## src/assert_macros.svh

```systemverilog
// ----------------------------------------------------------------------------
// assert_macros.svh
// Concurrent assertion helpers shared by the emoji stripper RTL.
// ----------------------------------------------------------------------------
`ifndef ASSERT_MACROS_SVH
`define ASSERT_MACROS_SVH

`ifndef ASSERT_OFF

`define ASSERT_PROP(lbl, clk, rst, prop) \
  lbl: assert property (@(posedge clk) disable iff (rst) prop) \
    else $error("assertion failed");

`define ASSERT_NEVER(lbl, clk, rst, expr) \
  lbl: assert property (@(posedge clk) disable iff (rst) !(expr)) \
    else $error("forbidden condition seen");

`else

`define ASSERT_PROP(lbl, clk, rst, prop)

`define ASSERT_NEVER(lbl, clk, rst, expr)

`endif

`endif

```

## src/emjs_pkg.sv

```systemverilog
// ----------------------------------------------------------------------------
// emjs_pkg
// Types and constants shared by the emoji stripper front, queue and back.
// ----------------------------------------------------------------------------
`default_nettype none

package emjs_pkg;

  localparam int unsigned SEQ_MAX = 8;
  localparam int unsigned CNT_W   = 4;
  localparam int unsigned IDX_W   = 3;
  localparam int unsigned CODE_W  = 31;

  localparam logic [CODE_W-1:0] EMOJI_LOW  = 31'h0001_F300;
  localparam logic [CODE_W-1:0] EMOJI_HIGH = 31'h0001_F6FF;
  localparam logic [CNT_W-1:0]  MAX_CODED_LEN = 4'd6;

  // one request for the back end: a run of kept bytes, or a bare end marker
  typedef struct packed {
    logic [SEQ_MAX-1:0][7:0] bytes;
    logic [CNT_W-1:0]        count;
    logic                    last;
  } cmd_t;

  typedef struct packed {
    logic valid;
    cmd_t cmd;
  } push_t;

endpackage

`default_nettype wire

```

## src/emjs_front.sv

```systemverilog
// ----------------------------------------------------------------------------
// emjs_front
// Accepts bytes, tracks the open UTF-8 sequence, decodes the code point and
// issues a run request for every step that yields output or ends a string.
// ----------------------------------------------------------------------------
`default_nettype none

`include "assert_macros.svh"

module emjs_front (
  input  logic              clk,
  input  logic              rst,
  input  logic              in_valid,
  output logic              in_stall,
  input  logic [7:0]        in_byte,
  input  logic              string_last,
  input  logic              q_full,
  output emjs_pkg::push_t   push
);
  import emjs_pkg::*;

  logic [CNT_W-1:0]  seq_len;
  logic [CNT_W-1:0]  held;
  logic [CODE_W-1:0] code;
  logic [7:0]        seq_buf [SEQ_MAX];

  logic [CNT_W-1:0]  lead_len;
  logic [CNT_W-1:0]  len_next;
  logic [CNT_W-1:0]  held_next;
  logic [CODE_W-1:0] code_next;
  logic [IDX_W-1:0]  wr_idx;
  logic              open_seq;
  logic              accept;
  logic              complete;
  logic              emoji;
  logic [CNT_W-1:0]  emit_cnt;
  logic [7:0]        lead_mask;

  assign open_seq = seq_len != '0;
  assign in_stall = q_full;
  assign accept   = in_valid & ~in_stall;
  assign wr_idx   = open_seq ? held[IDX_W-1:0] : '0;

  always_comb begin
    casez (in_byte)
      8'b10??????: lead_len = 4'd1;
      8'b110?????: lead_len = 4'd2;
      8'b1110????: lead_len = 4'd3;
      8'b11110???: lead_len = 4'd4;
      8'b111110??: lead_len = 4'd5;
      8'b1111110?: lead_len = 4'd6;
      8'b11111110: lead_len = 4'd7;
      8'b11111111: lead_len = 4'd8;
      default:     lead_len = 4'd0;
    endcase
  end

  assign lead_mask = 8'h7F >> lead_len;

  always_comb begin
    if (!open_seq) begin
      len_next  = lead_len;
      held_next = 4'd1;
      code_next = (lead_len <= MAX_CODED_LEN) ? CODE_W'(in_byte & lead_mask) : '0;
    end else begin
      len_next  = seq_len;
      held_next = held + 4'd1;
      code_next = (seq_len <= MAX_CODED_LEN) ? {code[CODE_W-7:0], in_byte[5:0]} : code;
    end
  end

  assign complete = (len_next == '0) || (held_next >= len_next);
  assign emoji    = (len_next != '0) && (len_next <= MAX_CODED_LEN) &&
                    (code_next >= EMOJI_LOW) && (code_next <= EMOJI_HIGH);

  always_comb begin
    if (complete) begin
      emit_cnt = emoji ? '0 : held_next;
    end else if (string_last) begin
      emit_cnt = held_next;
    end else begin
      emit_cnt = '0;
    end
  end

  always_comb begin
    for (int i = 0; i < SEQ_MAX; i++) begin
      push.cmd.bytes[i] = seq_buf[i];
    end
    push.cmd.bytes[wr_idx] = in_byte;
    push.cmd.count = emit_cnt;
    push.cmd.last  = string_last;
    push.valid     = accept & ((emit_cnt != '0) | string_last);
  end

  always_ff @(posedge clk) begin
    if (rst) begin
      seq_len <= '0;
      held    <= '0;
      code    <= '0;
    end else if (accept) begin
      if (complete || string_last) begin
        seq_len <= '0;
        held    <= '0;
        code    <= '0;
      end else begin
        seq_len <= len_next;
        held    <= held_next;
        code    <= code_next;
      end
    end
  end

  always_ff @(posedge clk) begin
    if (accept) begin
      seq_buf[wr_idx] <= in_byte;
    end
  end

  `ASSERT_PROP(a_held_le_len, clk, rst, held <= seq_len)
  `ASSERT_PROP(a_idle_empty, clk, rst, (seq_len == '0) |-> (held == '0))
  `ASSERT_NEVER(a_no_len_one_open, clk, rst, seq_len == 4'd1)
  `ASSERT_PROP(a_last_pushes, clk, rst, (accept && string_last) |-> push.valid)

endmodule

`default_nettype wire

```

## src/emjs_queue.sv

```systemverilog
// ----------------------------------------------------------------------------
// emjs_queue
// Small FIFO of run requests between the front and the back end.
// ----------------------------------------------------------------------------
`default_nettype none

`include "assert_macros.svh"

module emjs_queue #(
  parameter int unsigned DEPTH = 2
) (
  input  logic             clk,
  input  logic             rst,
  input  emjs_pkg::push_t  push,
  output logic             full,
  input  logic             pop,
  output logic             empty,
  output emjs_pkg::cmd_t   head
);
  import emjs_pkg::*;

  localparam int unsigned PW = (DEPTH > 1) ? $clog2(DEPTH) : 1;
  localparam int unsigned CW = $clog2(DEPTH + 1);

  cmd_t          mem [DEPTH];
  logic [PW-1:0] wr_ptr;
  logic [PW-1:0] rd_ptr;
  logic [CW-1:0] fill;
  logic [CW-1:0] fill_next;
  logic          do_push;
  logic          do_pop;

  assign full    = fill == CW'(DEPTH);
  assign empty   = fill == '0;
  assign do_push = push.valid & ~full;
  assign do_pop  = pop & ~empty;
  assign head    = mem[rd_ptr];

  always_comb begin
    case ({do_push, do_pop})
      2'b10:   fill_next = fill + 1'b1;
      2'b01:   fill_next = fill - 1'b1;
      default: fill_next = fill;
    endcase
  end

  always_ff @(posedge clk) begin
    if (do_push) begin
      mem[wr_ptr] <= push.cmd;
    end
  end

  always_ff @(posedge clk) begin
    if (rst) begin
      wr_ptr <= '0;
      rd_ptr <= '0;
      fill   <= '0;
    end else begin
      fill <= fill_next;
      if (do_push) begin
        wr_ptr <= (wr_ptr == PW'(DEPTH - 1)) ? '0 : wr_ptr + 1'b1;
      end
      if (do_pop) begin
        rd_ptr <= (rd_ptr == PW'(DEPTH - 1)) ? '0 : rd_ptr + 1'b1;
      end
    end
  end

  `ASSERT_NEVER(a_no_overflow, clk, rst, push.valid && full)
  `ASSERT_NEVER(a_no_underflow, clk, rst, pop && empty)
  `ASSERT_PROP(a_fill_bound, clk, rst, fill <= CW'(DEPTH))

endmodule

`default_nettype wire

```

## src/emjs_back.sv

```systemverilog
// ----------------------------------------------------------------------------
// emjs_back
// Drains queued run requests, one output byte per cycle unless out_stall.
// ----------------------------------------------------------------------------
`default_nettype none

module emjs_back (
  input  logic             clk,
  input  logic             rst,
  input  emjs_pkg::cmd_t   head,
  input  logic             empty,
  output logic             pop,
  output logic             out_valid,
  input  logic             out_stall,
  output logic [7:0]       out_byte,
  output logic             byte_present,
  output logic             run_last,
  output logic             string_end
);
  import emjs_pkg::*;

  logic [IDX_W-1:0] idx;
  logic             marker;
  logic             final_byte;
  logic             fire;

  assign marker     = head.count == '0;
  assign final_byte = marker || ({1'b0, idx} == (head.count - 4'd1));
  assign out_valid  = ~empty;
  assign fire       = out_valid & ~out_stall;
  assign pop        = fire & final_byte;

  assign out_byte     = marker ? 8'h00 : head.bytes[idx];
  assign byte_present = ~marker;
  assign run_last     = final_byte;
  assign string_end   = final_byte & head.last;

  always_ff @(posedge clk) begin
    if (rst) begin
      idx <= '0;
    end else if (fire) begin
      idx <= final_byte ? '0 : idx + 1'b1;
    end
  end

endmodule

`default_nettype wire

```

## src/utf8_emoji_stripper_unit.sv

```systemverilog
// ----------------------------------------------------------------------------
// utf8_emoji_stripper_unit
// Removes UTF-8 sequences whose code point is in U+1F300..U+1F6FF from a
// byte stream; all other bytes pass in order.
//
//   channel | handshake          | payload
//   --------+--------------------+----------------------------------------------
//   in      | in_valid/in_stall  | in_byte, string_last
//   out     | out_valid/out_stall| out_byte, byte_present, run_last, string_end
//
// One input byte per cycle is taken while the run queue has a free slot.
// A run of kept bytes is written to the run queue when the byte that closes it
// is taken and leaves one byte per cycle while out_stall is low; the back-end
// drain port sets this pace. The queue holds QUEUE_DEPTH runs, so output stalls
// back up into in_stall. Synchronous reset closes any open sequence and empties
// the queue; no clearing pass is needed.
// ----------------------------------------------------------------------------
`default_nettype none

module utf8_emoji_stripper_unit #(
  parameter int unsigned QUEUE_DEPTH = 2
) (
  input  logic       clk,
  input  logic       rst,
  input  logic       in_valid,
  output logic       in_stall,
  input  logic [7:0] in_byte,
  input  logic       string_last,
  output logic       out_valid,
  input  logic       out_stall,
  output logic [7:0] out_byte,
  output logic       byte_present,
  output logic       run_last,
  output logic       string_end
);
  import emjs_pkg::*;

  push_t push;
  cmd_t  head;
  logic  q_full;
  logic  q_empty;
  logic  q_pop;

  emjs_front u_front (
    .clk         (clk),
    .rst         (rst),
    .in_valid    (in_valid),
    .in_stall    (in_stall),
    .in_byte     (in_byte),
    .string_last (string_last),
    .q_full      (q_full),
    .push        (push)
  );

  emjs_queue #(
    .DEPTH (QUEUE_DEPTH)
  ) u_queue (
    .clk   (clk),
    .rst   (rst),
    .push  (push),
    .full  (q_full),
    .pop   (q_pop),
    .empty (q_empty),
    .head  (head)
  );

  emjs_back u_back (
    .clk          (clk),
    .rst          (rst),
    .head         (head),
    .empty        (q_empty),
    .pop          (q_pop),
    .out_valid    (out_valid),
    .out_stall    (out_stall),
    .out_byte     (out_byte),
    .byte_present (byte_present),
    .run_last     (run_last),
    .string_end   (string_end)
  );

endmodule

`default_nettype wire

```

## config.mk

```make
export PLATFORM = sky130hd
export DESIGN_NAME = utf8_emoji_stripper_unit
export DESIGN_NICKNAME = d
export VERILOG_FILES = /design/src/emjs_pkg.sv /design/src/emjs_front.sv /design/src/emjs_queue.sv /design/src/emjs_back.sv /design/src/utf8_emoji_stripper_unit.sv
export VERILOG_INCLUDE_DIRS = /design/src /design/src/src
export SDC_FILE = /design/constraint.sdc
export NUM_CORES = 1
export LEC_CHECK = 0
export ABC_AREA = 1
export BUFFER_PORTS_ARGS = -buffer_cell sky130_fd_sc_hd__clkbuf_2
export CORE_ASPECT_RATIO = 1.5
export CORE_UTILIZATION = 45
export DETAILED_ROUTE_END_ITERATION = 8
export PLACE_DENSITY = 0.71
export REMOVE_ABC_BUFFERS = 1
export SLEW_MARGIN = 20
export SYNTH_ARGS = -nofsm -noshare
export SYNTH_HDL_FRONTEND = slang
export SYNTH_SLANG_ARGS = --single-unit
```

## constraint.sdc

```tcl
create_clock -name clk -period 5.8 [get_ports clk]
set_input_delay 0.58 -clock clk [delete_from_list [all_inputs] [get_ports clk]]
set_output_delay 0.58 -clock clk [all_outputs]
set_load 0.1 [all_outputs]
```

-- Yosys cells after proc, flatten, opt, wreduce, memory -nomap -nowiden
Memories as Yosys holds them, arrays and structs flattened. A register that Yosys moved wholly into a read port is not among the register bits.
Index checks and enable logic that the tools add are counted.
- $add $sub $neg: 7
- multipliers: 0
- divide/modulo/power cells: 0
- magnitude comparators: 9
- equal/unequal tests: 12
- shift operators: 1
- muxes and demuxes: 29
- bitwise operators: 13
- reduce and logical (&&, ||, !) cells: 14
- operators with widths (cell ; count):
    2-to-1 mux 31 bit ; 4
    bitwise mux 64 bit ; 1
    one-hot mux 4 bit (8 select lines) ; 1
    greater-or-equal comparator 31 x 17 -> 1 bit (second input constant) ; 1
    less-or-equal comparator 31 x 17 -> 1 bit (second input constant) ; 1
    2-to-1 mux 4 bit ; 7
    binary-select mux 8 bit (select 3 bit) ; 1
    demux 8 bit (select 3 bit) ; 1
    2-to-1 mux 8 bit ; 3
    equality test 8 bit (second input constant) ; 2
    less-or-equal comparator 4 x 3 -> 1 bit (second input constant) ; 3
    nonzero test 4 bit ; 3
    AND 8 bit ; 1
    logical NOT 4 bit ; 2
    less-than comparator 3 x 4 -> 1 bit (second input constant) ; 2
    2-to-1 mux 1 bit ; 8
    >> shifter 7 x 4 -> 8 bit (first input constant) ; 1
    AND 1 bit ; 7
    equality test 7 bit (second input constant) ; 1
    equality test 2 bit (second input constant) ; 3
    equality test 6 bit (second input constant) ; 1
    2-to-1 mux 3 bit ; 2
    equality test 5 bit (second input constant) ; 1
    adder 4 x 1 -> 4 bit (second input constant) ; 1
    18 further kinds ; 27
- flip-flop bits (word level): 46
- bits in latches: 0
- memory bits (writable): 202
- bits in read-only memories: 0
- input port bits: 13
- word-level logic and storage cells: 94
- memories: 2
- memory list (name ; depth ; width ; read ports ; clocked after Yosys merged registers in ; wr ports ; RTL line ; RTL):
    u_queue.mem ; 2 ; 69 ; 1 ; 1 ; 1 ; emjs_queue.sv:25 ; cmd_t mem [DEPTH];
    u_front.seq_buf ; 8 ; 8 ; 8 ; 0 ; 1 ; emjs_front.sv:25 ; logic [7:0] seq_buf [SEQ_MAX];

-- Logic depth before layout (Yosys ltp)
Gate-level depths: netlist of run 1.
- depth in word-level cells: 17
- gate-level depth with buffers: 26
- mapped depth without buffers: 26

-- Cells and area by module
A second synthesis of run 1 with hierarchy kept.
- cells, all modules: 1091
- area, all modules: 11461.0 um^2
- modules (own cells, without submodules) (module ; times used ; cells an instance ; area each (um^2) ; seq. area each (um^2)):
    emjs_front ; 1 ; 669 ; 5295.1 ; 2702.6
    emjs_queue ; 1 ; 255 ; 5266.3 ; 4244.1
    emjs_back ; 1 ; 167 ; 899.6 ; 60.1

-- Least setup slack after synthesis of run 1
OpenSTA, ideal clock, no wires.
- path type: input to register
- start: input in_byte[6]
- end: memory u_queue.mem[0][0] (netlist name), enable pin
- library setup time: 0.496 ns
- arrival time: 5.409 ns
- required time: 5.304 ns
- setup slack: -0.105 ns
- cell stages on the path: 21
- cell sequence: nand2_1 nor2_1 nand2_1 nand3_1 nand2_1 nand2_1 inv_1 ha_1 nand2_1 o21ai_0 nor2_1 nor2_1 nand4_1 nor2_1 nand4_2 nand3_2 nand2_1 inv_1 nand2_1 nand2_1 nor2_1
- longest elaborated chain between the ends: 17
- elaborated cells between the ends (all ways): 33
- RTL lines (element ; RTL line ; RTL):
    from (decl) ; utf8_emoji_stripper_unit.sv:27 ; input logic [7:0] in_byte,
    equality test 8 bit, or another cell as far along ; emjs_front.sv:45 ; casez (in_byte)
    one-hot mux 4 bit (8 select lines) ; emjs_front.sv:45 ;
    >> shifter 7 x 4 -> 8 bit ; emjs_front.sv:58 ; assign lead_mask = 8'h7F >> lead_len;
    AND 8 bit ; emjs_front.sv:64 ; code_next = (lead_len <= MAX_CODED_LEN) ? CODE_W'(in_byte & lead_mask) : '0;
    2-to-1 mux 31 bit ; emjs_front.sv:64 ;
    2-to-1 mux 31 bit ; emjs_front.sv:61 ; if (!open_seq) begin
    greater-or-equal comparator 31 x 17 -> 1 bit ; emjs_front.sv:74 ; (code_next >= EMOJI_LOW) && (code_next <= EMOJI_HIGH);
    logical AND 1 bit ; emjs_front.sv:73 ; assign emoji = (len_next != '0) && (len_next <= MAX_CODED_LEN) &&
    logical AND 1 bit ; emjs_front.sv:74 ;
    2-to-1 mux 4 bit ; emjs_front.sv:78 ; emit_cnt = emoji ? '0 : held_next;
    2-to-1 mux 4 bit (*) ; emjs_front.sv:77 ; if (complete) begin
    nonzero test 4 bit (*) ; emjs_front.sv:93 ; push.valid = accept & ((emit_cnt != '0) | string_last);
    bitwise OR 1 bit (*) ; emjs_front.sv:93 ;
    AND 1 bit (*) ; emjs_front.sv:93 ;
    AND 1 bit (*) ; emjs_queue.sv:35 ; assign do_push = push.valid & ~full;
    2-to-1 mux 1 bit (*) ; emjs_queue.sv:48 ; if (do_push) begin
    2-to-1 mux 1 bit (not written as such) (*) ; emjs_queue.sv:49 ; mem[wr_ptr] <= push.cmd;
    to (decl) ; emjs_queue.sv:25 ;
Mark *: on every way between the ends. The rest lies on a longest branch, timed or not.

-- Worst setup path in the final report of run 1
- start: register u_front.seq_len[3]
- end: register u_queue.fill[1]
- longest elaborated chain between the ends: 14
- elaborated cells between the ends (all ways): 27
- RTL lines (element ; RTL line ; RTL):
    from (decl) ; emjs_front.sv:22 ; logic [CNT_W-1:0] seq_len;
    from (signal assigned) ; emjs_front.sv:107 ; seq_len <= len_next;
    less-or-equal comparator 4 x 3 -> 1 bit / nonzero test 4 bit (equally long branches) ; emjs_front.sv:68, emjs_front.sv:39 ;
    2-to-1 mux 31 bit / 2-to-1 mux 4 bit (equally long branches) ; emjs_front.sv:68, emjs_front.sv:61 ;
    2-to-1 mux 31 bit, or another cell as far along ; emjs_front.sv:61 ;
    greater-or-equal comparator 31 x 17 -> 1 bit / logical AND 1 bit (equally long branches) ; emjs_front.sv:74, emjs_front.sv:73 ;
    logical AND 1 bit ; emjs_front.sv:73 ;
    logical AND 1 bit ; emjs_front.sv:74 ;
    2-to-1 mux 4 bit ; emjs_front.sv:78 ;
    2-to-1 mux 4 bit (*) ; emjs_front.sv:77 ;
    nonzero test 4 bit (*) ; emjs_front.sv:93 ;
    bitwise OR 1 bit (*) ; emjs_front.sv:93 ;
    AND 1 bit (*) ; emjs_front.sv:93 ;
    AND 1 bit (*) ; emjs_queue.sv:35 ;
    equality test 2 x 1 -> 1 bit / equality test 2 bit (equally long branches) ; emjs_queue.sv:40 ; case ({do_push, do_pop})
    one-hot mux 2 bit (2 select lines) / nonzero test 2 bit (equally long branches) ; -- ;
    to (signal assigned) ; emjs_queue.sv:59 ; fill <= fill_next;
    to (decl) ; emjs_queue.sv:28 ; logic [CW-1:0] fill;
Marked as above.
A chain may end at the register's enable or synchronous reset.

==> results of run 1 <==
-- final timing paths --
check                      from           endpoint  slack (ns)  cells after the start
max          u_front.seq_len[3]    u_queue.fill[1]        1.60                     22
min                 string_last  u_queue.mem[1][0]        0.31                      1
max reg2reg  u_front.seq_len[3]    u_queue.fill[1]        1.60                     22
min reg2reg      u_queue.rd_ptr          flip-flop        0.46                      1
-- per-layer routing --
layer	vias up	track usage, %	wire length [µm]
met1	3636	24.5	9520
met4	0	9.37	1070
met5	-	0	0
met3	72	2.36	1390
met2	275	35.9	12400
li1	3746	-	-
-- final cells by class --
class	count	area, µm²	area share [%]
multi-input combinational	679	3320	27.7
sequential	249	7010	58.5
clock buffer	27	591	4.93
inverter	88	333	2.78
timing repair buffer	33	210	1.76
clock inverter	13	116	0.972
tap	319	399	3.33
-- worst max-delay path: cells and delay by family, from the launching register on --
family	cells	cell delay [ns]
AND/OR/NAND/NOR	11	1.77
AO/OA/AOI/OAI	6	0.73
buffers and inverters	3	0.66
adder cells (fa/ha/maj)	2	0.58
flip-flops	1	0.32
-- logic make-up (layout without fill, tap and decap cells) --
kind of cell / after synthesis / after routing / share of synthesized area, %
xor gates and xnor gates: 5 / 5 / 0.402
muxes: 3 / 3 / 0.276
adders and majority gates: 9 / 9 / 1.03
and+or+nand+nor: 401 / 401 / 15.3
buffers and inverters: 143 / 161 / 5.24
AOI/OAI and AO/OA: 261 / 261 / 13.4
DFF: 249 / 249 / 64.4
-- stage by stage --
| stage | cell area [µm²] | hold slack (ns) | TNS (ns) | setup slack (ns) |
|---|---|---|---|---|
| after floorplan | 10600 | 0.426 | -15.72 | -0.911 |
| after global placement | 11300 | 0.433 | 0 | 1.80 |
| after detailed placement | 11300 | 0.445 | 0 | 1.61 |
| after CTS | 12000 | 0.309 | 0 | 1.59 |
| after global routing | 12000 | 0.309 | 0 | 1.17 |
| final | 12000 | 0.313 | 0 | 1.60 |
-- cell usage after synthesis (2+ instances only) --
cell / instances / area share [%]
a211oi_1: 2 / 0.14
a21oi_1: 46 / 2.1
buf_1: 4 / 0.14
buf_2: 7 / 0.32
buf_4: 2 / 0.14
buf_6: 2 / 0.21
clkbuf_1: 40 / 1.4
clkinv_1: 2 / 0.069
dfxtp_1: 47 / 8.6
edfxtp_1: 202 / 56
ha_1: 9 / 1.0
inv_1: 81 / 2.8
inv_2: 4 / 0.14
mux2i_1: 3 / 0.28
nand2_1: 178 / 6.1
nand3_1: 52 / 2.4
nand3_2: 3 / 0.28
nand4_1: 5 / 0.29
nor2_1: 152 / 5.2
nor3_1: 3 / 0.14
o211ai_1: 2 / 0.14
o21a_1: 2 / 0.14
o21ai_0: 152 / 7.0
o21bai_1: 2 / 0.14
o221ai_1: 19 / 1.5
o22ai_1: 30 / 1.7
o311ai_0: 2 / 0.16
xor2_1: 5 / 0.40
-- registers in the layout (all words and copies together), names as in the netlist, named ones only --
register,count
u_front.held,4
u_queue.wr_ptr,1
u_queue.fill,2
u_front.code,31
u_front.seq_len,4
u_front.seq_buf,64
u_back.idx,3
u_queue.rd_ptr,1
u_queue.mem,138
-- power groups by stage --
| stage | Clock [mW] | Sequential (mW) | Combinational (mW) |
|---|---|---|---|
| 2_1_floorplan | 0 | 2.07 | 0.330 |
| 5_1_grt | 1.51 | 2.02 | 0.509 |
| 3_5_place_dp | 0 | 2.06 | 0.470 |
| 4_1_cts | 1.45 | 2.02 | 0.472 |
| 6_report | 1.43 | 2.02 | 0.468 |
| 3_3_place_gp | 0 | 2.06 | 0.466 |
==> impl_metrics.ini, run 1 <==
[status]
run_status = completed

[timing]
skew_ns = 0.0119
rsz0062_at_grt = false
timing.final.crit_share_pct = 72.4
maxSlewViolCount = 0
hold_viol = 0
max_slew.worst_pin.slew_ns = 1.06
finalCriticalPeriod_ns = 4.20
clock.fmax_mhz = 238
setup_viol = 0
relSlewSlack_pct = 29.3

[worst_setup_path]
arrival_ns = 4.58
slowest_delay_ns = 0.49
start_kind = flip-flop
cpMostUsedCell = nand2_1
worstPathRequired_ns = 6.18
crit_fanout = 25
end_kind = flip-flop
worstSetupPathType = flip-flop to flip-flop
cp_slowest_cell = nand3_2
crit_chain = inv_2, nand3_2, inv_2, nand3_1, nand2_1, inv_2, ha_1, nand2_1, o21ai_0, nor2_1, nor2_1, nand4_1, nor2_1, nand4_2, o311ai_0, nand2_1, nand2_1, ha_1, a21oi_1, o21ai_0, o21ai_0, a21oi_1

[drt]
dr.pass1.iters = 6
drt_iter0_markers = 700
drt-total-wl_um = 24400
final_antenna_net_count = 0
via_per_inst = 5.49
drc = 0
detail_route.wl_per_cell_um = 17.3
routed-via-count = 7729

[cts]
numCtsBuffers = 22
cts_buffer_depth = 3
cts_root_buf = clkbuf_16
cts_resized = 0
clock_latency_ns = 0.50
cts_tree = built
clk_pin_slew_worst_paths_ns = 0.06
cts_max_level = 1
cts_setup_buffers = 0
ctsHoldBuffers = 0
clkSinkCount = 249

[finish]
utilization_pct = 50.4
fin_cells = 1408
final_cell_mix = 202 x edfxtp_1, 178 x nand2_1, 152 x o21ai_0
layout_commonest_cell = edfxtp_1
final.fill_count = 2101
syn2layout_area_growth_pct = 10.0
diodes = 0
num-nets-final = 1095
final_layout_size_suffix_gt1_share_pct = 7.53

[global_route]
grt_max_degree = 70
antenna_found_initial = 0
grt_usage_pct = 20.2
grt_pass1_vias = 7361
grt_pass1_wl_um = 38700
grt-ovfl-total = 0

[floorplanning]
core_area_mm2 = 0.0237
die_w_um = 129
rows = 69
fp.dieArea_mm2 = 0.0248
start_util_pct = 45.8
io_pins = 26
die_y_um = 192

[synthesis]
synth_ff_type = edfxtp_1
synth-edff-count = 202
ys_ff_latch = 249
ys_seq_area_share_pct = 64.4
syn_area_mm2 = 0.0109
syn-instance-count = 1071
yosysWarnings = 0
avgSynthCellArea_um2 = 10.2
async_flop_share_pct = 0
synth_cell_type_count = 41

[hold_path]
hold_class = primary input to flip-flop

[pwr]
power.total_mw = 3.92
combPwrFrac_pct = 11.9
leakagePower_nw = 4.31
power_frac_clock_pct = 36.6
power.share.sequential_pct = 51.5
p_int_mw = 2.91
vdd_drop_max_mv = 0.221
sw_frac_of_total_pct = 25.8
p_switching_mw = 1.01
power_density_mw_per_mm2 = 327

[place]
hpwl_um = 16000
port_buffers = 25
dp_cells = 1368
gp_congestion = 0.899

[job]
drv_cap = 0
Power figures use the tool's default switching activity.
==> run 2, diff against run 1 <==
- PLACE_DENSITY: 0.71 -> 0.69
- clock period: 5.8 -> 3.92 ns (I/O delays scaled with it)
==> impl_metrics.ini, run 2 (synthesis results as in run 1) <==
[status]
run_status = completed

[place]
dpl_cell_area_mm2 = 0.0116
dp_cells = 1401
hpwl_um = 16900
port_buffers = 25
gp_congestion = 0.856
dp_slack_ns = 0.0468

[worst_setup_path]
crit_fanout = 5
reg2reg_depth = 22
end_kind = flip-flop
slowest_delay_ns = 0.41
cp_slowest_cell = dfxtp_1
r2r_end = u_queue.fill[1]
worstSetupPathType = flip-flop to flip-flop
start_kind = flip-flop
timing.critical_path.from = u_front.held[0]
r2r_start = u_front.held[0]
arrival_ns = 3.99
ff2ff_setup_slack_ns = 0.32
worstPathRequired_ns = 4.31
crit_chain = inv_1, nor3_1, o21ai_0, nor2_1, ha_1, a21oi_1, o21ai_0, nor2_1, nor2_1, nand4_1, nor2_1, nand4_2, nand3_2, nand2_1, inv_1, nand2_1, nand2_1, ha_1, a21oi_1, o21ai_0, o21ai_0, a21oi_1

[floorplanning]
io_pins = 26
die_w_um = 129
rows = 69
core_area_mm2 = 0.0237
die_y_um = 192
fp.dieArea_mm2 = 0.0248
start_util_pct = 45.8

[finish]
final_layout_size_suffix_gt1_share_pct = 10.9
postLayoutCellArea_mm2 = 0.0123
num-nets-final = 1130
largest_reg_flops = 138
diodes = 0
largestRegisters = u_queue.mem x138, u_front.seq_buf x64, u_front.code x31
top_register = u_queue.mem
fin_cells = 1443
final.fill_count = 2023
layout_commonest_cell = edfxtp_1
syn2layout_area_growth_pct = 13.4
final_cell_mix = 202 x edfxtp_1, 178 x nand2_1, 152 x o21ai_0

[cts]
cts_max_level = 1
cts_buffer_depth = 3
clk_pin_slew_worst_paths_ns = 0.06
cts_tree = built
numCtsBuffers = 23
clkSinkCount = 249
ctsHoldBuffers = 0
cts_root_buf = clkbuf_16
clock_latency_ns = 0.50

[global_route]
grt_pass1_vias = 7325
grt_pass1_wl_um = 38700
grt_max_degree = 67
antenna_found_initial = 0
grt-ovfl-total = 0
grt_usage_pct = 20.6

[timing]
timing.final.crit_share_pct = 91.8
finalCriticalPeriod_ns = 3.60
layout_setup_ws_ns = 0.320
relSlewSlack_pct = 36.1
setup_viol = 0
rsz0062_at_grt = false
hold_viol = 0
clock.fmax_mhz = 278
skew_ns = 0.00819
maxSlewViolCount = 0
max_slew.worst_pin.slew_ns = 0.956

[hold_path]
hold_end = u_queue.mem[1][0]
worstHoldPathCells = 1
min-delay-start = string_last
hold_class = primary input to flip-flop

[drt]
via_per_inst = 5.36
routed-via-count = 7731
detail_route.wl_per_cell_um = 17.1
final_antenna_net_count = 0
drt-total-wl_um = 24700
drt_iter0_markers = 514
drc = 0
dr.pass1.iters = 5

[job]
drv_cap = 0

[pwr]
power.total_mw = 5.95
leakagePower_nw = 4.50
power_density_mw_per_mm2 = 482
vdd_drop_max_mv = 0.337
-- run 2: critical path, delay by kind of cell (launching register included) --
family,cells,cell delay (ns)
buffers and inverters,2,0.15
flip-flops,1,0.41
adder cells (fa/ha/maj),2,0.63
AND/OR/NAND/NOR,11,1.49
AO/OA/AOI/OAI,7,0.79
-- run 2: where the power goes --
group          total [mW]  internal (mW)  leakage (nW)  switching (mW)
clock                2.23           1.30         0.355           0.932
sequential           2.99           2.96          2.25          0.0279
combinational       0.732          0.175          1.90           0.557
-- run 2: repair_timing --
| action | 4_1_cts | 5_1_grt |
|---|---|---|
| resized for setup | 0 | 0 |
| setup endpoints to repair | 0 | 13 |
| buffers inserted | 0 | 1 |
-- run 2: layout make-up --
class / instances / area, µm² / share of cell area, %
Inverter: 88 / 333 / 2.70
Multi-Input combinational cell: 679 / 3320 / 26.9
Clock inverter: 10 / 120 / 0.973
Clock buffer: 31 / 646 / 5.23
Sequential cell: 249 / 7010 / 56.8
Timing Repair Buffer: 67 / 515 / 4.18
Tap cell: 319 / 399 / 3.23
-- run 2: through the flow --
| stage | util, % | TNS (ns) | hold slack (ns) |
|---|---|---|---|
| global route | 52.0 | 0 | 0.0950 |
| finish | 52.0 | 0 | 0.109 |
| CTS | 51.9 | 0 | 0.0972 |
| global placement | 48.7 | 0 | 0.430 |
| detailed placement | 48.7 | 0 | 0.455 |
| floorplan | - | -199.29 | 0.426 |
-- run 2: worst max-delay path by stage --
stage                         end  slack, ns  cells after the start
2_1_floorplan          string_end      -2.60                      8
3_3_place_gp   u_queue.mem[0][50]       0.13                     21
3_5_place_dp   u_queue.mem[0][42]       0.05                     23
4_1_cts         u_queue.mem[0][9]       0.27                     19
5_1_grt           u_queue.fill[1]       0.05                     22
6_report          u_queue.fill[1]       0.32                     22
-- run 2: metal layers --
layer	global-route usage [%]	routed length (µm)
met1	23.9	9560
met4	7.24	608
met3	2.47	1210
met5	0	0
met2	38.7	13400
==> run 3, diff against run 2 <==
- REMOVE_ABC_BUFFERS: 1 -> unset
==> impl_metrics.ini, run 3 (synthesis results as in run 1) <==
[status]
run_status = completed

[floorplanning]
die_w_um = 129
fp.dieArea_mm2 = 0.0248
die_y_um = 192
start_util_pct = 45.8
core_area_mm2 = 0.0237
io_pins = 26
rows = 69

[finish]
largestRegisters = u_queue.mem x138, u_front.seq_buf x64, u_front.code x31
postLayoutCellArea_mm2 = 0.0122
final_cell_mix = 202 x edfxtp_1, 177 x nand2_1, 152 x o21ai_0
final.fill_count = 2071
top_register = u_queue.mem
diodes = 0
largest_reg_flops = 138
final_layout_size_suffix_gt1_share_pct = 9.94
layout_commonest_cell = edfxtp_1
num-nets-final = 1125
syn2layout_area_growth_pct = 12.0

[drt]
drt-total-wl_um = 24400
final_antenna_net_count = 0
routed-via-count = 7663
drt_iter0_markers = 568
via_per_inst = 5.34
dr.pass1.iters = 5
drc = 0
detail_route.wl_per_cell_um = 17.0

[worst_setup_path]
slowest_delay_ns = 0.42
reg2reg_depth = 20
r2r_end = u_queue.fill[1]
crit_chain = inv_1, nor3_1, o21ai_0, nor2_1, ha_1, a21oi_1, o21ai_0, nor2_1, nor2_1, nand4_1, nor2_1, nand4_2, o311ai_0, nand2_1, nand2_1, ha_1, a21oi_1, o21ai_0, o21ai_0, a21oi_1
cp.depth = 20
start_kind = flip-flop
ff2ff_setup_slack_ns = 0.37
worstPathRequired_ns = 4.32
timing.critical_path.from = u_front.held[0]
critPathBufInv = 1
cp-endpoint = u_queue.fill[1]
arrival_ns = 3.94
critical-path-top-delay-family = simple AND/OR/NAND/NOR gates
r2r_start = u_front.held[0]
cp_slowest_cell = dfxtp_1
worstSetupPathType = flip-flop to flip-flop
crit_fanout = 5
end_kind = flip-flop

[cts]
cts_max_level = 1
numCtsBuffers = 23
cts_root_buf = clkbuf_16
cts_tree = built
clkSinkCount = 249
ctsHoldBuffers = 0
clk_pin_slew_worst_paths_ns = 0.07
cts_buffer_depth = 3
clock_latency_ns = 0.51

[pwr]
power_density_mw_per_mm2 = 468
vdd_drop_max_mv = 0.316
leakagePower_nw = 4.43

[synthesis]
syn_nets = 1093

[job]
drv_cap = 0

[timing]
setup_tns_ns = 0
rsz0062_at_grt = false
max_slew.worst_pin.slew_ns = 0.977
setup_viol = 0
relSlewSlack_pct = 34.6
clock.fmax_mhz = 282
skew_ns = 0.0118
maxSlewViolCount = 0
timing.final.crit_share_pct = 90.5
hold_viol = 0
finalCriticalPeriod_ns = 3.55

[global_route]
grt_usage_pct = 20.5
grt-ovfl-total = 0
grt_pass1_wl_um = 38800
antenna_found_initial = 0
grt_max_degree = 65
grt_pass1_vias = 7155

[place]
gp_congestion = 0.873
port_buffers = 25
hpwl_um = 17000
dpl_cell_area_mm2 = 0.0115

[hold_path]
hold_class = primary input to flip-flop
-- run 3: cell count changes in the layout (fill, tap and decap cells not counted), sizes merged --
cell	delta
clkinv	+8
clkbuf	-3
bufinv	-2
inv	-1
buf	-5
clkinvlp	-4
-- run 3: routing by layer --
metal / global-route usage [%] / up-vias / share of wire (%)
met3: 2.33 / 36 / 4.2
met5: 0 / - / 0
met4: 6.33 / 0 / 2.2
met2: 38.0 / 201 / 54
li1: - / 3804 / -
met1: 24.6 / 3622 / 40
-- run 3: timing repair --
item | 4_1_cts | 5_1_grt
buffers inserted | 0 | 0
gates resized for setup | 0 | 1
endpoints found under the setup margin | 0 | 1
-- run 3: metrics by stage --
step | util (%) | std cells | hold WS (ns) | setup WS, ns | total power, mW
2_1_floorplan | - | 1071 | 0.426 | 0.0584 | 3.57
4_1_cts | 51.4 | 1436 | 0.0975 | 0.377 | 5.74
3_3_place_gp | 48.6 | 1397 | 0.433 | 0.235 | 3.77
3_5_place_dp | 48.6 | 1397 | 0.448 | 0.134 | 3.78
6_report | 51.4 | 1436 | 0.113 | 0.373 | 5.70
5_1_grt | 51.4 | 1436 | 0.113 | 0.0207 | 5.90
-- run 3: cell type report --
| type | instances | area (µm²) | area share (%) |
|---|---|---|---|
| well taps | 319 | 399 | 3.27 |
| repair buffers | 62 | 465 | 3.82 |
| clock inverters | 11 | 56.3 | 0.462 |
| clock buffers | 28 | 594 | 4.87 |
| inverters | 88 | 339 | 2.78 |
| multi-input cells | 679 | 3330 | 27.3 |
| flip-flops and latches | 249 | 7010 | 57.5 |
-- run 3: how the worst min path moves through the flow --
stage	startpoint	depth (start not counted)	to	slack [ns]
global route	string_last	1	u_queue.mem[0][0]	0.11
global placement	u_queue.rd_ptr	1	flip-flop	0.43
CTS	string_last	1	u_queue.mem[0][0]	0.1
detailed placement	u_queue.rd_ptr	1	flip-flop	0.45
finish	string_last	1	u_queue.mem[0][0]	0.11
floorplan	u_queue.rd_ptr	1	flip-flop	0.43
-- run 3: power by group --
group	internal [mW]	switching (mW)
Sequential	2.96	0.0301
Clock	1.08	0.915
Combinational	0.163	0.558
Total	4.20	1.50
